===== config.mk =====
export PLATFORM = sky130hd
export DESIGN_NAME = columnar_transposition
export DESIGN_NICKNAME = d
export VERILOG_FILES = /design/src/sv/coltr_pkg.sv /design/src/sv/columnar_transposition.sv
export SDC_FILE = /design/constraint.sdc
export NUM_CORES = 1
export LEC_CHECK = 0
export ABC_AREA = 1
export BUFFER_PORTS_ARGS = -buffer_cell sky130_fd_sc_hd__buf_2
export CAP_MARGIN = 20
export CORE_ASPECT_RATIO = 0.8
export CORE_MARGIN = 5
export CORE_UTILIZATION = 35
export DETAILED_ROUTE_END_ITERATION = 12
export PLACE_DENSITY = 0.64
export RECOVER_POWER = 100
export SYNTH_ARGS = -nofsm -noshare
export SYNTH_HDL_FRONTEND = slang
export SYNTH_SLANG_ARGS = --single-unit

===== constraint.sdc =====
create_clock -name clk -period 3.15 [get_ports clk]
set_clock_uncertainty 0.05 [all_clocks]
set_input_delay 0.63 -clock clk [delete_from_list [all_inputs] [get_ports clk]]
set_output_delay 0.63 -clock clk [all_outputs]
set_load 0.02 [all_outputs]

===== src/sv/coltr_pkg.sv =====
// ----------------------------------------------------------------------------
// coltr_pkg
// Shared types and constants for the columnar transposition block.
// ----------------------------------------------------------------------------
package coltr_pkg;

    localparam int COL_W = 5;
    localparam int STAT_W = 2;
    localparam logic [7:0] PAD_BYTE = 8'h24;

    localparam logic [STAT_W-1:0] STAT_OK = 2'd0;
    localparam logic [STAT_W-1:0] STAT_BAD_COLS = 2'd1;
    localparam logic [STAT_W-1:0] STAT_OVERFLOW = 2'd2;

    localparam logic REG_MODE = 1'b0;
    localparam logic REG_COLS = 1'b1;

    localparam logic MODE_ENC = 1'b0;
    localparam logic MODE_DEC = 1'b1;

    typedef enum logic [5:0] {
        S_LOAD  = 6'b000001,
        S_CHECK = 6'b000010,
        S_DIV   = 6'b000100,
        S_SCAN  = 6'b001000,
        S_EMIT  = 6'b010000,
        S_FLAG  = 6'b100000
    } state_t;

endpackage


===== src/sv/columnar_transposition.sv =====
// ----------------------------------------------------------------------------
// columnar_transposition
// Unkeyed columnar transposition of one message held in a small byte store.
// ----------------------------------------------------------------------------
// Input stream: one text byte per transfer, tlast on the final byte of the
// message. Bytes are taken one per cycle while the block is loading; bytes past
// MAX_LEN are dropped and the message ends with an overflow result.
// After the final byte the block stops taking input. A check state follows,
// then a repeated-subtract divider. Encrypt pads with '$' to whole rows and
// reads column by column; decrypt reads at stride length / column_count, first
// scanning the read order once (one byte per cycle) to find the last byte that
// is not '$'. The first result is registered after the check, divide and
// emit states in encrypt mode, after the scan as well in decrypt mode; an error
// result is registered from the flag state after the check. Results follow one
// per cycle from the output register while the output is not stalled; encrypt
// gives length rounded up to whole rows (at most 2 * length - 2). Input is
// taken again once the last result is registered. Errors and empty results give
// one transfer with tuser.has_char low and tlast high. A stall on the output
// side holds the output register and pauses the read sequencer; nothing is
// lost. Reset clears the store length, selects encrypt and two columns.
// Registers: mode at 0x0, column_count at 0x4.
// ----------------------------------------------------------------------------
module columnar_transposition
    import coltr_pkg::*;
#(
    parameter int MAX_LEN = 32
)
(
    input  logic              clk,
    input  logic              rst_n,
    input  logic              s_axis_tvalid,
    output logic              s_axis_tready,
    input  logic [7:0]        s_axis_tdata,   // [7:0] text_byte
    input  logic              s_axis_tlast,
    output logic              m_axis_tvalid,
    input  logic              m_axis_tready,
    output logic [7:0]        m_axis_tdata,   // [7:0] out_byte
    output logic [2:0]        m_axis_tuser,   // [0] has_char, [2:1] status
    output logic              m_axis_tlast,
    input  logic              psel,
    input  logic              penable,
    input  logic              pwrite,
    input  logic [2:0]        paddr,
    input  logic [31:0]       pwdata,
    output logic [31:0]       prdata,
    output logic              pready
);

    localparam int LW = $clog2(MAX_LEN + 1);
    localparam int IW = $clog2(2 * MAX_LEN);
    localparam int XW = $clog2(MAX_LEN);
    localparam int WW = ((IW > COL_W) ? IW : COL_W) + 1;

    logic [7:0]         store_mem [MAX_LEN];
    logic [7:0]         rd_byte_reg;

    state_t             state_reg, state_next;
    logic               mode_reg;
    logic [COL_W-1:0]   cols_reg;
    logic [LW-1:0]      len_reg, len_next;
    logic               ovf_reg, ovf_next;
    logic [LW-1:0]      rem_reg, rem_next;
    logic [COL_W-1:0]   quo_reg, quo_next;
    logic [COL_W-1:0]   stride_reg, stride_next;
    logic [IW-1:0]      limit_reg, limit_next;
    logic [COL_W-1:0]   col_reg, col_next;
    logic [IW-1:0]      pos_reg, pos_next;
    logic [IW-1:0]      cnt_reg, cnt_next;
    logic [IW-1:0]      lastidx_reg, lastidx_next;
    logic               found_reg, found_next;
    logic [STAT_W-1:0]  flag_stat_reg, flag_stat_next;

    logic               out_valid_reg, out_valid_next;
    logic [7:0]         out_byte_reg, out_byte_next;
    logic               out_has_reg, out_has_next;
    logic               out_last_reg, out_last_next;
    logic [STAT_W-1:0]  out_stat_reg, out_stat_next;

    logic               in_xfer;
    logic               cfg_wr;
    logic               slot_free;
    logic [7:0]         cur_byte;
    logic [WW-1:0]      pos_sum;
    logic               col_wrap;
    logic               seq_end;
    logic [IW-1:0]      pos_adv;
    logic [COL_W-1:0]   col_adv;
    logic               cur_pad;

    assign pready = 1'b1;
    assign cfg_wr = psel && penable && pwrite;

    always_comb
    begin
        prdata = '0;
        case (paddr[2])
            REG_MODE: prdata = {31'd0, mode_reg};
            REG_COLS: prdata = {{(32-COL_W){1'b0}}, cols_reg};
            default:  prdata = '0;
        endcase
    end

    always_ff @(posedge clk or negedge rst_n)
    begin
        if (!rst_n)
        begin
            mode_reg <= MODE_ENC;
            cols_reg <= COL_W'(2);
        end
        else if (cfg_wr)
        begin
            if (paddr[2] == REG_MODE)
                mode_reg <= pwdata[0];
            else
                cols_reg <= pwdata[COL_W-1:0];
        end
    end

    assign s_axis_tready = (state_reg == S_LOAD);
    assign in_xfer = s_axis_tvalid && s_axis_tready;
    assign slot_free = !out_valid_reg || m_axis_tready;

    // read data follows pos_reg: the address is the position taken at the same edge
    always_ff @(posedge clk)
    begin
        if (in_xfer && (len_reg < LW'(MAX_LEN)))
            store_mem[len_reg[XW-1:0]] <= s_axis_tdata;
        rd_byte_reg <= store_mem[pos_next[XW-1:0]];
    end

    // read sequencer position
    assign cur_byte = (WW'(pos_reg) < WW'(len_reg)) ? rd_byte_reg : PAD_BYTE;
    assign cur_pad  = (cur_byte == PAD_BYTE);
    assign pos_sum  = WW'(pos_reg) + WW'(stride_reg);
    assign col_wrap = (pos_sum >= WW'(limit_reg));
    assign seq_end  = col_wrap && (WW'(col_reg) + WW'(1) == WW'(stride_reg));
    assign col_adv  = col_wrap ? col_reg + COL_W'(1) : col_reg;
    assign pos_adv  = col_wrap ? IW'(col_reg + COL_W'(1)) : pos_sum[IW-1:0];

    always_comb
    begin
        state_next     = state_reg;
        len_next       = len_reg;
        ovf_next       = ovf_reg;
        rem_next       = rem_reg;
        quo_next       = quo_reg;
        stride_next    = stride_reg;
        limit_next     = limit_reg;
        col_next       = col_reg;
        pos_next       = pos_reg;
        cnt_next       = cnt_reg;
        lastidx_next   = lastidx_reg;
        found_next     = found_reg;
        flag_stat_next = flag_stat_reg;
        out_valid_next = out_valid_reg && !m_axis_tready;
        out_byte_next  = out_byte_reg;
        out_has_next   = out_has_reg;
        out_last_next  = out_last_reg;
        out_stat_next  = out_stat_reg;

        case (state_reg)
            S_LOAD:
            begin
                if (in_xfer)
                begin
                    if (len_reg < LW'(MAX_LEN))
                        len_next = len_reg + LW'(1);
                    else
                        ovf_next = 1'b1;
                    if (s_axis_tlast)
                        state_next = S_CHECK;
                end
            end
            S_CHECK:
            begin
                rem_next = len_reg;
                quo_next = '0;
                if (ovf_reg)
                begin
                    flag_stat_next = STAT_OVERFLOW;
                    state_next = S_FLAG;
                end
                else if ((cols_reg < COL_W'(2)) || (WW'(cols_reg) >= WW'(len_reg)))
                begin
                    flag_stat_next = STAT_BAD_COLS;
                    state_next = S_FLAG;
                end
                else
                    state_next = S_DIV;
            end
            S_DIV:
            begin
                if (WW'(rem_reg) >= WW'(cols_reg))
                begin
                    rem_next = LW'(WW'(rem_reg) - WW'(cols_reg));
                    quo_next = quo_reg + COL_W'(1);
                end
                else
                begin
                    col_next   = '0;
                    pos_next   = '0;
                    cnt_next   = '0;
                    found_next = 1'b0;
                    if (mode_reg == MODE_ENC)
                    begin
                        stride_next = cols_reg;
                        if (rem_reg != '0)
                            limit_next = IW'(WW'(len_reg) + WW'(cols_reg) - WW'(rem_reg));
                        else
                            limit_next = IW'(len_reg);
                        lastidx_next = limit_next - IW'(1);
                        state_next   = S_EMIT;
                    end
                    else
                    begin
                        stride_next = quo_reg;
                        limit_next  = IW'(len_reg);
                        state_next  = S_SCAN;
                    end
                end
            end
            S_SCAN:
            begin
                if (!cur_pad)
                begin
                    lastidx_next = cnt_reg;
                    found_next   = 1'b1;
                end
                if (seq_end)
                begin
                    col_next = '0;
                    pos_next = '0;
                    cnt_next = '0;
                    if (found_reg || !cur_pad)
                        state_next = S_EMIT;
                    else
                    begin
                        flag_stat_next = STAT_OK;
                        state_next = S_FLAG;
                    end
                end
                else
                begin
                    col_next = col_adv;
                    pos_next = pos_adv;
                    cnt_next = cnt_reg + IW'(1);
                end
            end
            S_EMIT:
            begin
                if (slot_free)
                begin
                    out_valid_next = 1'b1;
                    out_byte_next  = cur_byte;
                    out_has_next   = 1'b1;
                    out_last_next  = (cnt_reg == lastidx_reg);
                    out_stat_next  = STAT_OK;
                    if (cnt_reg == lastidx_reg)
                    begin
                        len_next   = '0;
                        ovf_next   = 1'b0;
                        state_next = S_LOAD;
                    end
                    else
                    begin
                        col_next = col_adv;
                        pos_next = pos_adv;
                        cnt_next = cnt_reg + IW'(1);
                    end
                end
            end
            S_FLAG:
            begin
                if (slot_free)
                begin
                    out_valid_next = 1'b1;
                    out_byte_next  = '0;
                    out_has_next   = 1'b0;
                    out_last_next  = 1'b1;
                    out_stat_next  = flag_stat_reg;
                    len_next       = '0;
                    ovf_next       = 1'b0;
                    state_next     = S_LOAD;
                end
            end
            default:
            begin
                state_next = S_LOAD;
            end
        endcase
    end

    always_ff @(posedge clk or negedge rst_n)
    begin
        if (!rst_n)
        begin
            state_reg     <= S_LOAD;
            len_reg       <= '0;
            ovf_reg       <= 1'b0;
            out_valid_reg <= 1'b0;
            stride_reg    <= '0;
            limit_reg     <= '0;
        end
        else
        begin
            state_reg     <= state_next;
            len_reg       <= len_next;
            ovf_reg       <= ovf_next;
            out_valid_reg <= out_valid_next;
            stride_reg    <= stride_next;
            limit_reg     <= limit_next;
        end
    end

    always_ff @(posedge clk)
    begin
        rem_reg       <= rem_next;
        quo_reg       <= quo_next;
        col_reg       <= col_next;
        pos_reg       <= pos_next;
        cnt_reg       <= cnt_next;
        lastidx_reg   <= lastidx_next;
        found_reg     <= found_next;
        flag_stat_reg <= flag_stat_next;
        out_byte_reg  <= out_byte_next;
        out_has_reg   <= out_has_next;
        out_last_reg  <= out_last_next;
        out_stat_reg  <= out_stat_next;
    end

    assign m_axis_tvalid = out_valid_reg;
    assign m_axis_tdata  = out_byte_reg;
    assign m_axis_tuser  = {out_stat_reg, out_has_reg};
    assign m_axis_tlast  = out_last_reg;

endmodule

==> results.md <==
Clock tree:
- At the later pin of the worst-skew pair, clock insertion delay measures 0.54 ns.
- The root buffer cell chosen for the clock tree is clkbuf_16.
- Buffers inserted during clock tree synthesis total 37.
- The clock tree synthesis step divided the H-tree into 2 levels.
- The clock net in this run drives a total of 344 sinks.
- After clock tree synthesis, the clock-pin slew on the worst setup and hold paths is 0.06 ns.
- The clock passes through at most 3 buffers.
- The TritonCTS clock tree is done.

Placement:
- The placed instance count is about 2400.
- During placement, the flow inserted port buffers numbering 40.
- Routability-driven placement finished with a final weighted congestion of 0.881.
- Detailed placement finished with a half-perimeter wire length of 27700 microns.
- The pre-CTS worst setup slack is -0.571 ns.

Synthesis:
- The Yosys warning count is 0.
- The area share of and/or/nand/nor cells after synthesis is 22.6%.
- Sequential cells were found to cover 59.2% of the synthesized design area.
- A synthesized cell averages 9.81 sq um.
- The share of synthesized cell area in full adder, half adder and majority cells is 3.78%.
- The top cell type by total area after synthesis is edfxtp_1.
- The xor and xnor fraction of the mapped netlist area is 1.03%.
- The main combinational cell family by area after synthesis is simple AND/OR/NAND/NOR gates.
- The post-synthesis mux area share is 0%.
- The count of state elements after synthesis is 344.
- The synthesized-area fraction occupied by ao, oa, aoi and oai cells is 4.06%.
- After technology mapping, the gate count stands at roughly 1700.
- The share of synthesized area in the top cell type comes to a little over half.
- After synthesis the cells add up to around 17000 sq um.
- Ranked by total cell area, the synthesized netlist is headed by edfxtp_1 (53%), nand3_1 (8.9%), nand2_1 (8.7%).
- In this run, distinct cell masters in the synthesized netlist total 51.

Routing:
- The DRC violation count after routing is 0.
- The routed layout has 12755 vias.
- The post-detailed-routing wire length is 45000 microns.
- The number of design-rule violations left by the first detailed-router iteration is around 1000.
- The average wire per standard cell is 17.7 microns.
- The first detailed-routing pass ran for 5 iterations.
- The detail route stage leaves a number of antenna-violating nets equal to 0.
- In the routed layout, each cell is associated on average with a via count of 5.00.

Pwr:
- The largest vdd supply drop is 0.471 mV.
- The total leakage power is 0.00869 uW.
- Dividing total power by cell area gives a power density of approximately 980 nW/um^2.

STA:
- In this run the tightest slew margin relative to its limit is -28.6%.
- The count of final hold-check violations is 0.
- The number of endpoints failing setup at the final stage is 22.
- Setup repair after global routing could not meet its margin everywhere.
- Subtracting the final worst setup slack from the clock period gives around 3.6 ns.
- After layout, the worst setup slack is -0.451 ns.
- The setup total negative slack is -4.19 ns.
- For this run, the top clock speed supported by timing is 278 MHz.
- The final-layout worst hold slack is between 0.2 and 0.3 ns.
- The slew at the pin with the worst max-slew slack is 1.93 ns.
- The total count of max-transition violations in the final report came to 296.
- The post-route clock period utilization is 114%.

GRT:
- The initial antenna violation count is 0.
- In this run the most used layer during global routing was met2.
- Entering global routing, the biggest net connects 74 pins.
- The met1 capacity usage during global routing is between 20% and 30%.
- The met2 usage in global routing is around a quarter.
- The global routing usage summed across all routing layers is 16.4%.
- For this run the aggregate overflow at the end of global routing stands at 0.
- The first global-routing pass estimated 68900 microns of wire.
- Global routing used 3.34% of the available met3 tracks.
- The number of global-route vias before repair is between 10000 and 15000.

Finish:
- For this run, the number of standard cells in the final layout without fillers is around 2600.
- The synthesis-to-layout area growth is 21.3%.
- The most common cell after layout, fill and taps aside is nand2_1.
- The fraction of final layout cells sized beyond drive strength 1 is 16.4%.
- Counting the fill cells in the layout gives between 4000 and 5000.
- The register with the most flip-flops in the layout has 256 of them.
- Summing all flip-flop and latch instances after layout gives between 10000 and 15000 sq um.
- The antenna diode count is 0.
- Summing all multi-input logic gate instances after layout gives 5930 sq um.
- In the layout the commonest cells are nand2_1 (379), edfxtp_1 (300), nand3_1 (256).
- The net count of the finished layout is 1991.

Status:
- The final reports fail on capacitance limit, slew limit, setup timing.
- The run finished, with violations left.

Floorplan:
- The number of cell rows is 72.
- The initial utilization of the core area, before any placement, comes to 35.3%.
- The total die area is around 53000 sq um.
- Measured along the y axis, the die boundary spans 207 microns.
- The total core area is 48100 sq um.
- The total I/O pin count is 98.
- In this run the horizontal extent of the chip is 256 microns.

Setup path:
- Along the worst path, the maximum fanout reaches 18.
- STA classifies the critical path startpoint as a register.
- Data on the critical path is required at its endpoint by 3.58 ns.
- STA puts the critical path data arrival time at 4.03 ns.
- The critical path capture point type is a register.
- The setup path with the least slack is of type register to register.

Min path:
- In this run the worst hold path is classified as input port to register.

Run:
- The tool flagged a number of max-cap violations equal to 9.
-- cells in the mapped netlist, drive strengths merged --
master     n
a21oi     34
a221oi     1
a2bb2oi    1
a31oi      1
and2       1
and3       1
buf       89
clkbuf    14
clkinv     4
conb       2
dfrtp     29
dfstp      2
dfxtp     13
edfxtp   300
fa         7
ha        40
inv      236
nand2    400
nand3    304
nand3b    32
nand4     10
nor2      97
nor3       2
nor3b      3
nor4       1
o2111ai    4
o211ai     7
o21a       3
o21ai     58
o21bai     1
o22ai      4
o31ai      2
o41ai      2
or2        3
xnor2      8
xor2      12
-- worst paths after layout --
kind	from	to	slack, ns	cells past startpoint
min in group asynchronous	rst_n	mode_reg	0.55	1
hold / removal	pwdata[3]	cols_reg[3]	0.30	3
setup / recovery	stride_reg[0]	rd_byte_reg[6]	-0.45	24
max in group asynchronous	rst_n	state_reg[2]	1.40	1
hold reg to reg	limit_reg[0]	limit_reg[0]	0.45	2
setup reg to reg	stride_reg[0]	rd_byte_reg[6]	-0.45	24
-- power by group --
part	internal, uW	switching, uW	total [uW]
sequential	5480	318	5790
combinational	4040	6150	10200
clock	2350	1770	4120
-- metal layers --
metal / vias to the layer above / routed length, microns
li1: 6075 / -
met1: 6099 / 20000
met2: 492 / 20400
met3: 89 / 3300
met4: 0 / 1300
met5: - / 0
-- stage by stage --
stage | utilization [%] | total power (uW) | cell area (sq um)
6_report | 42.8 | 20100 | 20600
3_5_place_dp | 38.5 | 14100 | 18500
4_1_cts | 42.3 | 19400 | 20300
2_1_floorplan | - | 11300 | 17100
5_1_grt | 42.8 | 21300 | 20600
3_3_place_gp | 38.5 | 14000 | 18500
-- worst max-delay path: stages, from the launching register on --
cell	delay (ns)
dfrtp_1	0.41
ha_4	0.18
fa_2	0.39
nand3_2	0.08
nand3_2	0.07
xor2_1	0.18
ha_1	0.30
nand2_1	0.05
inv_1	0.06
nand2_1	0.06
nand2_1	0.07
nand2_2	0.08
nand3_4	0.11
nand2_2	0.08
nand2_2	0.09
nand2_4	0.08
buf_6	0.14
a21oi_4	0.25
buf_8	0.21
nand3_1	0.11
nand3_1	0.15
nand3_2	0.12
nand2_1	0.09
nand2_1	0.05
nand2_1	0.07
-- layout make-up --
cell class	count	area share, %
Multi-Input combinational cell	1068	28.8
Sequential cell	344	48.8
Tap cell	629	3.83
Clock buffer	51	4.91
Clock inverter	17	0.639
Timing Repair Buffer	202	8.59
Inverter	240	4.40
-- cell families after synthesis --
logic type,count (synthesis)
flip-flops,344
adder cells (fa/ha/maj),47
XOR/XNOR,20
AND/OR/NAND/NOR,854
AO/OA/AOI/OAI,118
other,2
buffers and inverters,343
-- repair_timing --
item                                    in CTS  in global routing
gates resized for setup                     61                 79
setup buffers                               16                  4
gates cloned                                10                  5
pin swaps                                   15                 35
endpoints found under the setup margin      16                 24
hold buffers                                 0                  0
No activity file was read; power rests on OpenSTA's default activity.
